===== src/rtl/jac1d_pkg.sv =====
// ----------------------------------------------------------------------------
// jac1d_pkg
// Shared types and constants for the 1-D Poisson Jacobi sweep block.
// ----------------------------------------------------------------------------
package jac1d_pkg;

   // default geometry
   localparam int MAX_POINTS_DEF = 1024;
   localparam int VALUE_BITS_DEF = 32;

   // fixed field widths
   localparam int LEN_BITS       = 11;
   localparam int FORCE_BITS     = 32;
   localparam int OP_BITS        = 2;
   localparam int INDEX_BITS     = 10;
   localparam int OUT_BITS       = 32;
   localparam int CSR_INDEX_BITS = 1;
   localparam int CSR_DATA_BITS  = 32;

   // reset values of the configuration registers
   localparam logic [LEN_BITS-1:0]   ACTIVE_LENGTH_RST = LEN_BITS'(1024);
   localparam logic [FORCE_BITS-1:0] FORCING_TERM_RST  = '0;

   // request operation codes
   typedef enum logic [OP_BITS-1:0] {
      OP_CLEAR = 2'd0,
      OP_SWEEP = 2'd1,
      OP_READ  = 2'd2,
      OP_NONE  = 2'd3
   } op_type;

   // configuration register indexes
   typedef enum logic [CSR_INDEX_BITS-1:0] {
      CSR_ACTIVE_LENGTH = 1'd0,
      CSR_FORCING_TERM  = 1'd1
   } csr_index_type;

   // memory control from the sequencer to the banks
   typedef struct packed {
      logic wr_en;   // write strobe
      logic wr_b;    // write targets bank b
      logic rd_en;   // read strobe
      logic rd_b;    // read data comes from bank b
   } mem_ctl_type;

endpackage


===== src/rtl/jac1d_seq.sv =====
// ----------------------------------------------------------------------------
// jac1d_seq
// Request sequencer and sweep datapath: clear pass, Jacobi sweep over a
// sliding window of streamed reads, single-entry read, response register.
// ----------------------------------------------------------------------------
module jac1d_seq #(
   parameter int MAX_POINTS = jac1d_pkg::MAX_POINTS_DEF,
   parameter int VALUE_BITS = jac1d_pkg::VALUE_BITS_DEF,
   localparam int ADDR_W = $clog2(MAX_POINTS),
   localparam int LEN_W  = $clog2(MAX_POINTS + 1)
) (
   input  logic                                clock,
   input  logic                                reset,
   input  logic                                start,
   output logic                                busy,
   input  jac1d_pkg::op_type                   op,
   input  logic [jac1d_pkg::INDEX_BITS-1:0]    index,
   input  logic [LEN_W-1:0]                    eff_len,
   input  logic [VALUE_BITS-1:0]               forcing_term,
   output jac1d_pkg::mem_ctl_type              mem_ctl,
   output logic [ADDR_W-1:0]                   rd_addr,
   output logic [ADDR_W-1:0]                   wr_addr,
   output logic [VALUE_BITS-1:0]               wr_data,
   input  logic [VALUE_BITS-1:0]               rd_data,
   output logic                                rsp_valid,
   output logic [jac1d_pkg::OUT_BITS-1:0]      rsp_value,
   output logic                                rsp_out_of_range
);

   typedef enum logic [4:0] {
      S_IDLE  = 5'b00001,
      S_CLEAR = 5'b00010,
      S_SWEEP = 5'b00100,
      S_DRAIN = 5'b01000,
      S_READ  = 5'b10000
   } state_type;

   // saturating add of two fractions
   function automatic logic [VALUE_BITS-1:0] sat_add(
      input logic [VALUE_BITS-1:0] a,
      input logic [VALUE_BITS-1:0] b
   );
      logic [VALUE_BITS:0] s;
      s = {1'b0, a} + {1'b0, b};
      return s[VALUE_BITS] ? {VALUE_BITS{1'b1}} : s[VALUE_BITS-1:0];
   endfunction

   // control state
   state_type           state_ff, state_in;
   logic [LEN_W-1:0]    cnt_ff, cnt_in;
   logic                cur_b_ff, cur_b_in;
   logic                pend_ff, pend_in;
   logic                arr_v_ff, arr_v_in;
   logic                rsp_valid_ff, rsp_valid_in;
   // payload state
   logic [LEN_W-1:0]                 arr_j_ff, arr_j_in;
   logic                             arr_in_ff, arr_in_in;
   logic [VALUE_BITS-1:0]            mid_ff, mid_in;
   logic [VALUE_BITS-1:0]            fl_ff, fl_in;
   logic [jac1d_pkg::OUT_BITS-1:0]   rsp_value_ff, rsp_value_in;
   logic                             rsp_oor_ff, rsp_oor_in;

   logic                  read_oor;
   logic                  issue_rd;
   logic [VALUE_BITS-1:0] arr_data;
   logic [VALUE_BITS-1:0] new_sum;
   logic [LEN_W-1:0]      wr_j;

   assign busy     = (state_ff != S_IDLE);
   assign read_oor = (int'(index) >= int'(eff_len));
   assign issue_rd = (state_ff == S_SWEEP) && (cnt_ff < eff_len);

   // window datapath: arriving entry j completes new value j-1
   assign arr_data = arr_in_ff ? rd_data : '0;
   assign new_sum  = sat_add(fl_ff, arr_data);
   assign wr_j     = arr_j_ff - LEN_W'(1);

   // memory control
   always_comb begin
      mem_ctl.rd_b  = cur_b_ff;
      mem_ctl.rd_en = issue_rd
                      || (state_ff == S_IDLE && start && op == jac1d_pkg::OP_READ
                          && !read_oor);
      if (state_ff == S_CLEAR) begin
         mem_ctl.wr_en = 1'b1;
         mem_ctl.wr_b  = cur_b_ff;
         wr_addr       = cnt_ff[ADDR_W-1:0];
         wr_data       = '0;
      end else begin
         mem_ctl.wr_en = arr_v_ff && (arr_j_ff != '0);
         mem_ctl.wr_b  = !cur_b_ff;
         wr_addr       = wr_j[ADDR_W-1:0];
         wr_data       = {1'b0, new_sum[VALUE_BITS-1:1]};
      end
      rd_addr = (state_ff == S_IDLE) ? ADDR_W'(index) : cnt_ff[ADDR_W-1:0];
   end

   // next state
   always_comb begin
      state_in     = state_ff;
      cnt_in       = cnt_ff;
      cur_b_in     = cur_b_ff;
      pend_in      = pend_ff;
      rsp_valid_in = 1'b0;
      rsp_value_in = '0;
      rsp_oor_in   = 1'b0;
      arr_v_in     = (state_ff == S_SWEEP);
      arr_j_in     = cnt_ff;
      arr_in_in    = issue_rd;
      mid_in       = mid_ff;
      fl_in        = fl_ff;

      // shift the window on each arriving entry
      if (arr_v_ff) begin
         mid_in = arr_data;
         fl_in  = sat_add(forcing_term, mid_ff);
      end

      unique case (state_ff)
         S_IDLE: begin
            if (start) begin
               unique case (op)
                  jac1d_pkg::OP_CLEAR: begin
                     state_in = S_CLEAR;
                     cnt_in   = '0;
                     pend_in  = 1'b1;
                  end
                  jac1d_pkg::OP_SWEEP: begin
                     state_in = S_SWEEP;
                     cnt_in   = '0;
                     mid_in   = '0;
                     fl_in    = forcing_term;
                  end
                  jac1d_pkg::OP_READ: begin
                     if (read_oor) begin
                        rsp_valid_in = 1'b1;
                        rsp_oor_in   = 1'b1;
                     end else begin
                        state_in = S_READ;
                     end
                  end
                  jac1d_pkg::OP_NONE: begin
                     rsp_valid_in = 1'b1;
                  end
               endcase
            end
         end
         S_CLEAR: begin
            cnt_in = cnt_ff + LEN_W'(1);
            if (cnt_ff == LEN_W'(MAX_POINTS - 1)) begin
               state_in     = S_IDLE;
               rsp_valid_in = pend_ff;
               pend_in      = 1'b0;
            end
         end
         S_SWEEP: begin
            if (cnt_ff == eff_len) begin
               state_in = S_DRAIN;
            end else begin
               cnt_in = cnt_ff + LEN_W'(1);
            end
         end
         S_DRAIN: begin
            // last value written this cycle, then swap banks
            cur_b_in     = !cur_b_ff;
            rsp_valid_in = 1'b1;
            state_in     = S_IDLE;
         end
         S_READ: begin
            rsp_valid_in = 1'b1;
            rsp_value_in = jac1d_pkg::OUT_BITS'(rd_data);
            state_in     = S_IDLE;
         end
         default: begin
            state_in = S_IDLE;
         end
      endcase
   end

   // control registers; reset starts the clearing pass of bank a
   always_ff @(posedge clock) begin
      if (reset) begin
         state_ff     <= S_CLEAR;
         cnt_ff       <= '0;
         cur_b_ff     <= 1'b0;
         pend_ff      <= 1'b0;
         arr_v_ff     <= 1'b0;
         rsp_valid_ff <= 1'b0;
      end else begin
         state_ff     <= state_in;
         cnt_ff       <= cnt_in;
         cur_b_ff     <= cur_b_in;
         pend_ff      <= pend_in;
         arr_v_ff     <= arr_v_in;
         rsp_valid_ff <= rsp_valid_in;
      end
   end

   // payload registers
   always_ff @(posedge clock) begin
      arr_j_ff     <= arr_j_in;
      arr_in_ff    <= arr_in_in;
      mid_ff       <= mid_in;
      fl_ff        <= fl_in;
      rsp_value_ff <= rsp_value_in;
      rsp_oor_ff   <= rsp_oor_in;
   end

   assign rsp_valid        = rsp_valid_ff;
   assign rsp_value        = rsp_value_ff;
   assign rsp_out_of_range = rsp_oor_ff;

endmodule


===== config.mk =====
export PLATFORM = sky130hd
export DESIGN_NAME = jac1d_seq
export DESIGN_NICKNAME = d
export VERILOG_FILES = /design/src/rtl/jac1d_pkg.sv /design/src/rtl/jac1d_seq.sv
export SDC_FILE = /design/constraint.sdc
export NUM_CORES = 1
export LEC_CHECK = 0
export BUFFER_PORTS_ARGS = -buffer_cell sky130_fd_sc_hd__buf_4
export CAP_MARGIN = 0
export CORE_AREA = 3 3 119 144
export CTS_BUF_LIST = sky130_fd_sc_hd__clkbuf_8
export CTS_CLUSTER_SIZE = 10
export DETAILED_ROUTE_END_ITERATION = 6
export DIE_AREA = 0 0 122 147
export PLACE_DENSITY = 0.82
export SETUP_SLACK_MARGIN = 0.15
export SKIP_LAST_GASP = 1
export SLEW_MARGIN = 20
export SYNTH_ARGS = -nofsm -noshare
export SYNTH_HDL_FRONTEND = slang
export SYNTH_SLANG_ARGS = --single-unit

===== constraint.sdc =====
create_clock -name clock -period 5.8 [get_ports clock]
set_clock_uncertainty 0.15 [all_clocks]
set_input_delay 1.16 -clock clock [delete_from_list [all_inputs] [get_ports clock]]
set_output_delay 1.16 -clock clock [all_outputs]
set_load 0.01 [all_outputs]

==> impl_metrics.toml <==
[critical_path]
cpMostUsedCell = "buf_4"
endpoint_kind = "output pin"
reg2reg_depth = 11
cp-start-kind = "input pin"
crit_slowest_cell = "a2111oi_2"
crit_chain = "buf_4 > and2_1 > ha_1 > a2111oi_0 > a211oi_1 > o41ai_2 > buf_4 > a2111oi_2 > nor3_1 > buf_4 > o31a_1 > a21boi_2 > buf_12 > a21oi_1 > buf_4"
crit_fanout = 30
rrSetupSlack_ns = 2.48
critical_path_arrival_ns = 4.20
critPathRequiredTime_ns = 4.49
reg2reg_to = "fl_ff[29]"
critPathCapture = "wr_data[0]"
worstSetupStartpoint = "rd_data[7]"
max_stage_delay_ns = 0.40
cpLargestDelayFamily = "compound AO/OA/AOI/OAI gates"
worstSetupPathDepth = 15
rr_startpoint = "mid_ff[0]"
critPathKind = "input pin to output pin"
critPathBufInv = 5

[hold_path]
hp-class = "register to register"
whs_path_depth = 0

[global_route]
grt_max_degree = 67
grt_pass1_wl_um = 41000
antenna_found_initial = 0
grt-ovfl-total = 0
grt_pass1_vias = 8662
grt_usage = 0.278

[placed_design]
post_dp_cell_area_um2 = 10700
port_buffers = 179
gp_congestion = 0.979
hpwlAfterDp_um = 19400

[synthesis]
ys.flop_type = "dfxtp_1"
yosysUniqueCellTypes = 74
ys_ff_latch = 129
synth_top_area_share = 0.281
syn_nets = 1329
yosysSeqAreaShare = 0.281
syn_area_um2 = 9200
synth.avg_cell_area_um2 = 8.02
synthTopCellsByArea = "dfxtp_1 (28%), ha_1 (12%), a21oi_1 (5.5%)"
yosysTopAreaCell = "dfxtp_1"
synthCells = 1147
yosysWarnings = 0
synth_edf_count = 0
ys_async_sr_fraction = 0

[power]
peakVddDrop_v = 0.000251
power.leakage_uw = 0.00506
p_per_area_nw_per_um2 = 239

[clock_tree]
root_buffer = "clkbuf_8"
holdBufCountCts = 0
cts_tree = "built"
cts_sinks = 129
clk_path_buf_depth = 2
insertion_delay_ns = 0.45
htreeDepth = 4
clkTransAtPathRegs_ns = 0.07
cts_made_buffers = 17

[sta]
setup_viol = 0
rsz0062_at_grt = "no"
tightest_slew_ns = 0.991
hold_viol = 0
relSlewSlack = 0.340
min_period_ns = 5.51
finalSetupTns_ns = 0
slew_violations = 0
max_freq_ghz = 0.182
hold_slack_ns = 0.257
post-route-period-util = 0.950

[floorplanning]
die_h_um = 147
ios = 181
fp.dieArea_um2 = 17900
initial_core_util = 0.586
core_region_area_um2 = 15700
num_rows = 50
die_width_um = 122

[final_layout]
n_fill_cell = 1334
nets = 1479
layout_commonest_cell = "buf_4"
layout-drive-gt1-share = 0.189
fin_area_um2 = 11000
mostFrequentLayoutCells = "buf_4 (190), dfxtp_1 (127), a21oi_1 (102)"
insertedDiodeCount = 0
syn2layout_area_growth_pct = 19.9

[detailed_routing]
drt_wl_total_um = 25400
drt_pass1_iterations = 5
drc = 0
num_vias = 8938
ant_nets = 0
first_iter_violations = 627
wire_per_inst_um = 16.8
viasPerCell = 5.91

[outcome]
run_status = "completed"

[flow_run]
maxCapViolCount = 0
==> metal layers <==
layer / track usage / up-vias / routed length, µm
met1: 0.344 / 4164 / 10600
li1: - / 4418 / -
met5: 0 / - / 0
met4: 0.0925 / 0 / 736
met2: 0.478 / 295 / 12500
met3: 0.0605 / 61 / 1520
==> synth_stat cells, types with 5 or more instances <==
cell type	n
ha_1	90
o31ai_1	6
nand4_1	19
buf_2	5
mux2_2	8
nor3_1	20
or3_1	13
nor2b_1	8
o21bai_1	10
a21o_1	35
and2_1	67
a31oi_1	13
o22ai_1	24
a211oi_1	11
dfxtp_1	129
and3_1	9
nand2b_1	6
inv_1	36
o21ai_0	83
nand2_1	90
buf_1	7
xor2_1	27
clkbuf_1	46
o21a_1	11
nand3_1	17
a21oi_1	102
nor2_1	94
mux2i_1	35
o211ai_1	5
xnor2_1	46
==> worst register-to-register path, cell delays in order (launching register included) <==
cell      delay [ns]
dfxtp_1         0.32
ha_1            0.21
fa_1            0.45
a211oi_1        0.34
o21ai_0         0.24
nand4_1         0.17
a21oi_1         0.10
o21ai_0         0.22
nand3_1         0.10
buf_4           0.26
nor2_1          0.46
a21oi_1         0.15
==> area by class of cell <==
cell class	count	area, µm²	area share
Timing Repair Buffer	191	1450	0.131
Clock inverter	7	65.1	0.00590
Multi-Input combinational cell	922	6260	0.568
Clock buffer	20	275	0.0250
Inverter	36	135	0.0122
Sequential cell	129	2580	0.234
Tap cell	208	260	0.0236
==> how the worst min path moves through the flow <==
stage | startpoint | endpoint
after global placement | arr_j_in[10] | arr_j_ff[10]
final | arr_j_in[10] | arr_j_ff[10]
after CTS | arr_j_in[10] | arr_j_ff[10]
after global routing | arr_j_in[10] | arr_j_ff[10]
after floorplan | arr_j_in[10] | arr_j_ff[10]
after detailed placement | arr_j_in[10] | arr_j_ff[10]
==> flip-flops by register name (all words and copies together) (netlist names) <==
| register | cells |
|---|---|
| fl_ff | 32 |
| mid_ff | 32 |
| rsp_value | 32 |
| arr_j_ff | 11 |
| arr_j_in | 11 |
| state_ff | 5 |
| arr_in_ff | 1 |
| arr_v_ff | 1 |
| cur_b_ff | 1 |
| pend_ff | 1 |
| rsp_out_of_range | 1 |
| rsp_valid | 1 |
==> repair_timing <==
item | 4_1_cts | 5_1_grt
setup endpoints to repair | 30 | 30
gates resized for setup | 1 | 2
setup buffers | 0 | 2
pin swaps | 0 | 1
gates cloned | 0 | 0
==> power by group <==
| part | switching (µW) | leakage [µW] | internal [µW] |
|---|---|---|---|
| combinational | 488 | 0.00382 | 406 |
| sequential | 70.8 | 0.00106 | 975 |
| clock | 343 | 0.000179 | 357 |
==> through the flow <==
stage	instances	total power [µW]	setup WS (ns)	util
floorplan	1147	1650	0.912	-
global placement	1484	1920	0.401	0.679
detailed placement	1484	1940	0.192	0.679
CTS	1511	2640	0.168	0.701
global route	1513	2790	0.164	0.703
finish	1513	2640	0.292	0.703
==> cells by family after synthesis <==
| group | count (synthesis) | share of synthesized area |
|---|---|---|
| mux | 43 | 0.0479 |
| fa+ha+maj | 92 | 0.127 |
| buf+inv | 96 | 0.0406 |
| simple gates | 368 | 0.199 |
| compound gates | 345 | 0.235 |
| xor+xnor | 73 | 0.0695 |
| other cells | 1 | 0.000407 |
| flops | 129 | 0.281 |
Note: power is estimated with default switching activity, not from simulation.
